**config.mk**
```make
export PLATFORM = sky130hd
export DESIGN_NAME = lmhe_log
export DESIGN_NICKNAME = d
export VERILOG_FILES = /design/src/rtl/lmhe_pkg.sv /design/src/rtl/lmhe_log.sv
export SDC_FILE = /design/constraint.sdc
export NUM_CORES = 2
export LEC_CHECK = 0
export BUFFER_PORTS_ARGS = -buffer_cell sky130_fd_sc_hd__buf_2
export CORE_MARGIN = 2
export CORE_UTILIZATION = 60
export DETAILED_ROUTE_END_ITERATION = 10
export PLACE_DENSITY_LB_ADDON = 0.1
export SLEW_MARGIN = 0
export SYNTH_ARGS = -nofsm -noshare
export SYNTH_HDL_FRONTEND = slang
export SYNTH_SLANG_ARGS = --single-unit
export TNS_END_PERCENT = 30
```
**constraint.sdc**
```tcl
create_clock -name clock -period 12.15 [get_ports clock]
set_input_delay 2.43 -clock clock [delete_from_list [all_inputs] [get_ports clock]]
set_output_delay 2.43 -clock clock [all_outputs]
set_load 0.03 [all_outputs]
```
**src/rtl/lmhe_pkg.sv**
```systemverilog
`timescale 1ns / 1ps
package lmhe_pkg;

   typedef enum logic [3:0] {
      ST_IDLE,
      ST_CLEAR,
      ST_TRANS_MUL1,
      ST_TRANS_MUL2,
      ST_SAMP_RD,
      ST_SAMP_WR,
      ST_SAMP_MUL,
      ST_SUM_RD,
      ST_SUM_LOG,
      ST_SUM_ACC,
      ST_FIN_LOG,
      ST_FIN_DIV,
      ST_FIN_OUT,
      ST_OUT
   } state_type;

   typedef enum logic [2:0] {
      LG_IDLE,
      LG_NORM,
      LG_SQ,
      LG_MULLO,
      LG_MULHI,
      LG_DONE
   } log_state_type;

   localparam logic [1:0] CSR_START_VALUE     = 2'd0;
   localparam logic [1:0] CSR_TRANSIENT_STEPS = 2'd1;
   localparam logic [1:0] CSR_SAMPLE_STEPS    = 2'd2;

   localparam logic [31:0] START_VALUE_RESET     = 32'd858993459;
   localparam logic [15:0] TRANSIENT_STEPS_RESET = 16'd2000;
   localparam logic [23:0] SAMPLE_STEPS_RESET    = 24'd5000000;

   localparam logic [31:0] LN2_Q32 = 32'hB17217F8;
   localparam int ENTROPY_W = 21;
   localparam int SUM_W = 48;

endpackage

```
**src/rtl/lmhe_log.sv**
```systemverilog
`timescale 1ns / 1ps
// Natural log of an unsigned integer in Q.16, one squaring per cycle.
// From start to done it runs normalize, twenty squarings and the two ln 2 product halves.
module lmhe_log (
   input  logic        clock,
   input  logic        reset,
   input  logic        start,
   input  logic [31:0] value,
   output logic        done,
   output logic [25:0] result
);
   localparam logic [15:0] LN2_LO = lmhe_pkg::LN2_Q32[15:0];
   localparam logic [15:0] LN2_HI = lmhe_pkg::LN2_Q32[31:16];

   lmhe_pkg::log_state_type state_ff, state_in;
   logic [31:0] val_ff, val_in;
   logic [4:0]  k_ff, k_in;
   logic [31:0] m_ff, m_in;
   logic [19:0] frac_ff, frac_in;
   logic [4:0]  cnt_ff, cnt_in;
   logic [51:0] lo_ff, lo_in;
   logic [25:0] res_ff, res_in;
   logic [63:0] sq;
   logic [31:0] sq_m;
   logic [4:0]  top;
   logic [24:0] lg;
   logic [56:0] hi_prod;

   always_comb begin
      top = 5'd0;
      for (int i = 0; i < 32; i++) begin
         if (val_ff[i]) begin
            top = 5'(i);
         end
      end
   end

   assign sq      = m_ff * m_ff;
   assign sq_m    = sq[61:30];
   assign lg      = {k_ff, frac_ff};
   assign hi_prod = lg * LN2_HI;

   always_comb begin
      state_in = state_ff;
      unique case (state_ff)
         lmhe_pkg::LG_IDLE:
            if (start) state_in = lmhe_pkg::LG_NORM;
         lmhe_pkg::LG_NORM:
            state_in = (val_ff == 32'd0) ? lmhe_pkg::LG_DONE : lmhe_pkg::LG_SQ;
         lmhe_pkg::LG_SQ:
            if (cnt_ff == 5'd0) state_in = lmhe_pkg::LG_MULLO;
         lmhe_pkg::LG_MULLO: state_in = lmhe_pkg::LG_MULHI;
         lmhe_pkg::LG_MULHI: state_in = lmhe_pkg::LG_DONE;
         lmhe_pkg::LG_DONE:  state_in = lmhe_pkg::LG_IDLE;
         default: state_in = lmhe_pkg::LG_IDLE;
      endcase
   end

   always_comb begin
      val_in   = val_ff;
      k_in     = k_ff;
      m_in     = m_ff;
      frac_in  = frac_ff;
      cnt_in   = cnt_ff;
      lo_in    = lo_ff;
      res_in   = res_ff;
      unique case (state_ff)
         lmhe_pkg::LG_IDLE: begin
            if (start) begin
               val_in = value;
            end
         end
         lmhe_pkg::LG_NORM: begin
            k_in    = top;
            m_in    = (top >= 5'd30) ? (val_ff >> (top - 5'd30))
                                     : (val_ff << (5'd30 - top));
            frac_in = '0;
            cnt_in  = 5'd19;
            if (val_ff == 32'd0) begin
               res_in = '0;
            end
         end
         lmhe_pkg::LG_SQ: begin
            if (sq_m[31]) begin
               m_in = sq_m >> 1;
               frac_in = frac_ff | (20'd1 << cnt_ff);
            end else begin
               m_in = sq_m;
            end
            cnt_in = cnt_ff - 5'd1;
         end
         lmhe_pkg::LG_MULLO: begin
            lo_in = {27'd0, lg} * {36'd0, LN2_LO};
         end
         lmhe_pkg::LG_MULHI: begin
            // (lg*hi*2^16 + lg*lo) >> 36
            res_in = 26'(({16'd0, hi_prod, 16'd0} + {37'd0, lo_ff}) >> 36);
         end
         lmhe_pkg::LG_DONE: ;
         default: ;
      endcase
   end

   always_ff @(posedge clock) begin
      if (reset) begin
         state_ff <= lmhe_pkg::LG_IDLE;
      end else begin
         state_ff <= state_in;
      end
      val_ff  <= val_in;
      k_ff    <= k_in;
      m_ff    <= m_in;
      frac_ff <= frac_in;
      cnt_ff  <= cnt_in;
      lo_ff   <= lo_in;
      res_ff  <= res_in;
   end

   assign done   = (state_ff == lmhe_pkg::LG_DONE);
   assign result = res_ff;
endmodule

```
# Yosys cells after proc, flatten, opt, wreduce, memory -nomap -nowiden
# Index checks and enable logic that the tools add are counted.
dict set report totals {
  out_inout_bits 27
  regBits 158
  wordCells 81
  inputBits 35
}
dict set report classes {
  n_addsub 4
  bitwise_logic 1
  reduce_logical 9
  n_eq_ne 9
  mux 43
  n_mul 3
  n_lt_le_gt_ge 1
  shifts 3
}
# op count
set op_table {}
lappend op_table {{5-bit 2-to-1 mux} 28}
lappend op_table {{32-bit case mux with 2 select lines} 1}
lappend op_table {{32-bit by 32-bit multiplier with 62-bit output} 1}
lappend op_table {{57-bit by 38-bit adder with 58-bit output} 1}
lappend op_table {{26-bit case mux with 2 select lines} 1}
lappend op_table {{25-bit by 15-bit multiplier with 40-bit output, second input constant} 1}
lappend op_table {{20-bit case mux with 2 select lines} 1}
lappend op_table {{25-bit by 10-bit multiplier with 35-bit output, second input constant} 1}
lappend op_table {{32-bit zero test} 1}
lappend op_table {{32-bit 2-to-1 mux} 1}
lappend op_table {{32-bit by 5-bit left shift with 32-bit output} 1}
lappend op_table {{32-bit by 5-bit right shift with 32-bit output} 1}
lappend op_table {{31-bit 2-to-1 mux} 1}
lappend op_table {{26-bit 2-to-1 mux} 1}
lappend op_table {{20-bit 2-to-1 mux} 1}
lappend op_table {{20-bit OR} 1}
lappend op_table {{1-bit by 5-bit left shift with 20-bit output, first input constant} 1}
lappend op_table {{3-bit case mux with 5 select lines} 1}
lappend op_table {{5-bit case mux with 2 select lines} 1}
lappend op_table {{3-bit 2-to-1 mux} 3}
lappend op_table {{2-bit inequality test, second input constant} 4}
lappend op_table {{2-bit AND reduction} 4}
lappend op_table {{3-bit by 2-bit equality test with 1-bit output, second input constant} 2}
lappend op_table {{3-bit equality test, second input constant} 2}
lappend op_table {{10 further kinds} 12}

# Logic depth before layout (Yosys ltp)
dict set report depth {
  word_depth 35
  depth_mapped 32
  depth_no_buf 30
}

# Worst setup path before layout
# OpenSTA, ideal clock, no wires.
dict set report synth_path {
  path_kind {register to register}
  startpoint {register m_ff[27]}
  endpoint {register frac_ff[0] (enable)}
  setup_time_ps 425
  period_less_slack_ps 9193
  path_buffers 3
  t_arrival_ps 8768
  t_required_ps 11725
  path_stages_with_launch 28
  setup_slack_ps 2957
  path_cell_list {edfxtp_1 > clkbuf_1 > clkbuf_1 > nand2_1 > fa_1 > fa_1 > inv_1 > fa_1 > inv_1 > fa_1 > inv_1 > fa_1 > fa_1 > fa_1 > inv_1 > fa_1 > inv_1 > ha_1 > a21oi_1 > o21ai_0 > nor2_1 > a31oi_1 > nor3_1 > a21oi_1 > o31ai_4 > xor2_1 > clkbuf_1 > o21ai_0}
}
dict set report synth_via {
  elab_chain_cells 3
}
# element line_no
set synth_lines {}
lappend synth_lines {{start: declaration} lmhe_log.sv:18} ;# logic [31:0] m_ff, m_in;
lappend synth_lines {{start signal: assignment} lmhe_log.sv:112} ;# m_ff <= m_in;
lappend synth_lines {{32-bit by 32-bit multiplier with 62-bit output} lmhe_log.sv:38} ;# assign sq = m_ff * m_ff;
lappend synth_lines {{2-bit inequality test (no source line)} -}
lappend synth_lines {{2-bit AND reduction (no source line)} -}
lappend synth_lines {{end signal: assignment} lmhe_log.sv:113} ;# frac_ff <= frac_in;
lappend synth_lines {{end: declaration} lmhe_log.sv:19} ;# logic [19:0] frac_ff, frac_in;
# Every way passes these cells.
# A chain may end at the register's enable or synchronous reset.

# Worst setup path after layout
dict set report layout_path {
  startpoint {register m_ff[21]}
  endpoint {register m_ff[9] (data pin)}
}
dict set report layout_via {
  elab_chain_cells 3
}
# element line_no
set layout_lines {}
lappend layout_lines {{32-bit by 32-bit multiplier with 62-bit output} lmhe_log.sv:38}
lappend layout_lines {{31-bit 2-to-1 mux} lmhe_log.sv:84} ;# if (sq_m[31]) begin
lappend layout_lines {{32-bit case mux with 2 select lines} lmhe_log.sv:67} ;# unique case (state_ff)
lappend layout_lines {{via m_in[9]} lmhe_log.sv:18}
# The timed path passes the listed nets, and every way through them passes these cells.

==> impl_metrics.csv <==
group,metric,value,unit
route,drt_iter0_markers,2590,
place,place_inst,6209,
critical_path,crit_fanout,27,
synth,synth_edf_count,137,
finish,antenna_cells,0,
floorplanning,row_count,105,
sta,setup_viol,0,
clocking,cts_made_buffers,17,
finish,final_nets,6745,
synth,synth_top_cell_by_area,"fa_1",
global_route,grt_max_degree,58,
synth,synth_cell_types,97,
synth,synthMuxAreaShare,0.0322,
route,wl_per_cell,20.7,um
run,maxCapViolations,0,
synth,synth_xor_xnor_area_share,0.0240,
finish,n_fill_cell,6995,
floorplanning,die-area,84300,um^2
sta,fin_crit,10.40,ns
critical_path,slowest_delay,1.02,ns
floorplanning,start_util,0.603,
sta,rsz0062_at_grt,"false",
sta,setup_tns,0,ns
synth,synth.avg_cell_area,9.48,um^2
route,drcViolationCount,0,
place,routabilityCongestion,1.00,
sta,final-hold-violation-count,0,
critical_path,start_kind,"register",
synth,yosys-top-cells-count,"inv_1, fa_1, ha_1",
critical_path,required,12.34,ns
sta,maxSlewHeadroom,0.138,
clocking,cts_root_buffer,"clkbuf_16",
synth,synth_compound_area_frac,0.0791,
synth,synth_fa_ha_area_frac,0.552,
critical_path,crit_type,"register to register",
floorplanning,dieWidth,290,um
synth,ys_dominant_reg_cell,"edfxtp_1",
clocking,post_cts_resized,0,
route,first_pass_iters,6,
place,place_ws,1.95,ns
route,ant_nets,0,
global_route,antenna_found_initial,2,
route,drt-total-wl,129000,um
synth,synthCells,5191,
finish,multiInputGateArea,39100,um^2
floorplanning,coreArea,81600,um^2
synth,seq_area_frac_synth,0.0848,
synth,synth_top_family_by_area,"adder cells",
clocking,insertion_delay,0.47,ns
synth,netlist.area_leader.share,0.419,
global_route,grt.total_usage,0.322,
sta,finalWorstSetupSlack,1.75,ns
synth,synthSimpleGateAreaFrac,0.107,
route,vias,35100,
synth,syn_area,49200,um^2
floorplanning,fp.dieH,290,um
critical_path,slowest_stage,"edfxtp_1",
clocking,clk_pin_slew_worst_paths,0.07,ns
synth,synth_area_leaders,"fa_1, ha_1, inv_1",
synth,synth-warning-count,0,
sta,max_freq,96.2,MHz
clocking,post_cts_buffers,0,
floorplanning,io_pins,62,
finish,instances_no_fill,6240,
sta,slew_violations,0,
sta,tightest_slew,1.26,ns
finish,syn_to_final_growth,4.20,%
critical_path,arrival,10.58,ns
finish,area.sequential,4170,um^2
global_route,grt_pass1_vias,37800,
clocking,numClockSinks,140,
min_path,hp-class,"register to register",
clocking,ctsHtreeMaxLevel,4,
synth,ys_seq_elements,140,
global_route,grt_pass1_wl,210000,um
outcome,outcome,"completed",
global_route,grt_overflow,0,
sta,finalCritPeriodShare,0.856,
place,io_buffers,57,
route,via_per_inst,5.63,
clocking,hold_buffers,0,
critical_path,worst_path_most_repeated_cell,"fa_1",
critical_path,cp-end-kind,"register",
synth,synth.most_common_cell,"inv_1",
sta,finClkSkew,0.0198,ns
finish,final_layout_size_suffix_gt1_frac,0.0458,
synth,synthArstFlopShare,0,
clocking,clock_path_buffers,2,
place,dpl.hpwl,108000,um
clocking,cts_tree,"yes",
==> state kept, by name, summed over array words and instances, names as in the netlist <==
register	flops
state_ff	3
cnt_ff	5
frac_ff	20
lo_ff	21
val_ff	32
m_ff	32
k_ff	5
result	22
==> metrics by stage <==
stage	area, um^2	hold WS (ns)	utilization
floorplan	49200	0.469	-
global placement	50700	0.518	0.621
detailed placement	50700	0.507	0.621
CTS	51300	0.522	0.628
global route	51300	0.583	0.628
finish	51300	0.532	0.628
==> layout by cell type (no fill, tap or decap), drive strengths merged, types with 29 or more instances in the layout <==
| master | netlist | layout |
|---|---|---|
| edfxtp | 137 | 137 |
| nor2 | 186 | 186 |
| buf | 27 | 128 |
| xnor2 | 73 | 73 |
| nand3 | 62 | 62 |
| fa | 1029 | 1029 |
| and2 | 236 | 236 |
| inv | 1384 | 1386 |
| xor2 | 62 | 62 |
| mux2i | 93 | 93 |
| o21ai | 101 | 101 |
| nand2 | 407 | 407 |
| nor3 | 47 | 47 |
| a21oi | 167 | 167 |
| ha | 523 | 523 |
| a21o | 39 | 39 |
| and3 | 29 | 29 |
| a31oi | 33 | 33 |
==> worst max-delay path, delay by kind of cell (launching register included) <==
family / cells / cell delay, ns
flip-flops: 1 / 1.02
adder cells (fa/ha/maj): 9 / 4.40
AO/OA/AOI/OAI: 7 / 2.04
AND/OR/NAND/NOR: 3 / 0.96
XOR/XNOR: 1 / 0.66
buffers and inverters: 7 / 1.01
==> path summary, 6_finish.rpt <==
kind,from,end,slack (ns),cells past startpoint
max reg2reg,m_ff[21],m_ff[9],1.75,27
max,m_ff[21],m_ff[9],1.75,27
min,state_ff[0],state_ff[0],0.53,1
min reg2reg,state_ff[0],state_ff[0],0.53,1
==> logic make-up (layout without fill, tap and decap cells) <==
kind of cell | Yosys count | count (layout)
flops | 140 | 140
buf+inv | 1568 | 1544
simple gates | 1085 | 1085
mux | 125 | 125
other cells | 1 | 4
xor+xnor | 135 | 135
compound gates | 585 | 585
fa+ha+maj | 1552 | 1552
==> metal layers <==
| metal | GRT usage | routed length [um] | vias to the layer above |
|---|---|---|---|
| met3 | 0.0552 | 9990 | 178 |
| met4 | 0.0757 | 2940 | 2 |
| met1 | 0.453 | 54400 | 17600 |
| li1 | - | - | 16000 |
| met5 | 0 | 13 | - |
| met2 | 0.525 | 61500 | 1292 |
==> final cells by class <==
type,instances,share of cell area
Sequential cell,140,0.0814
Clock buffer,18,0.00837
Tap cell,1070,0.0261
Clock inverter,13,0.00283
Timing Repair Buffer,128,0.0162
Inverter,1385,0.101
Multi-Input combinational cell,3486,0.764
Power is left out: the tool's default activity adds up to more than one toggle a clock period on the data nets, which glitch-free logic cannot reach.
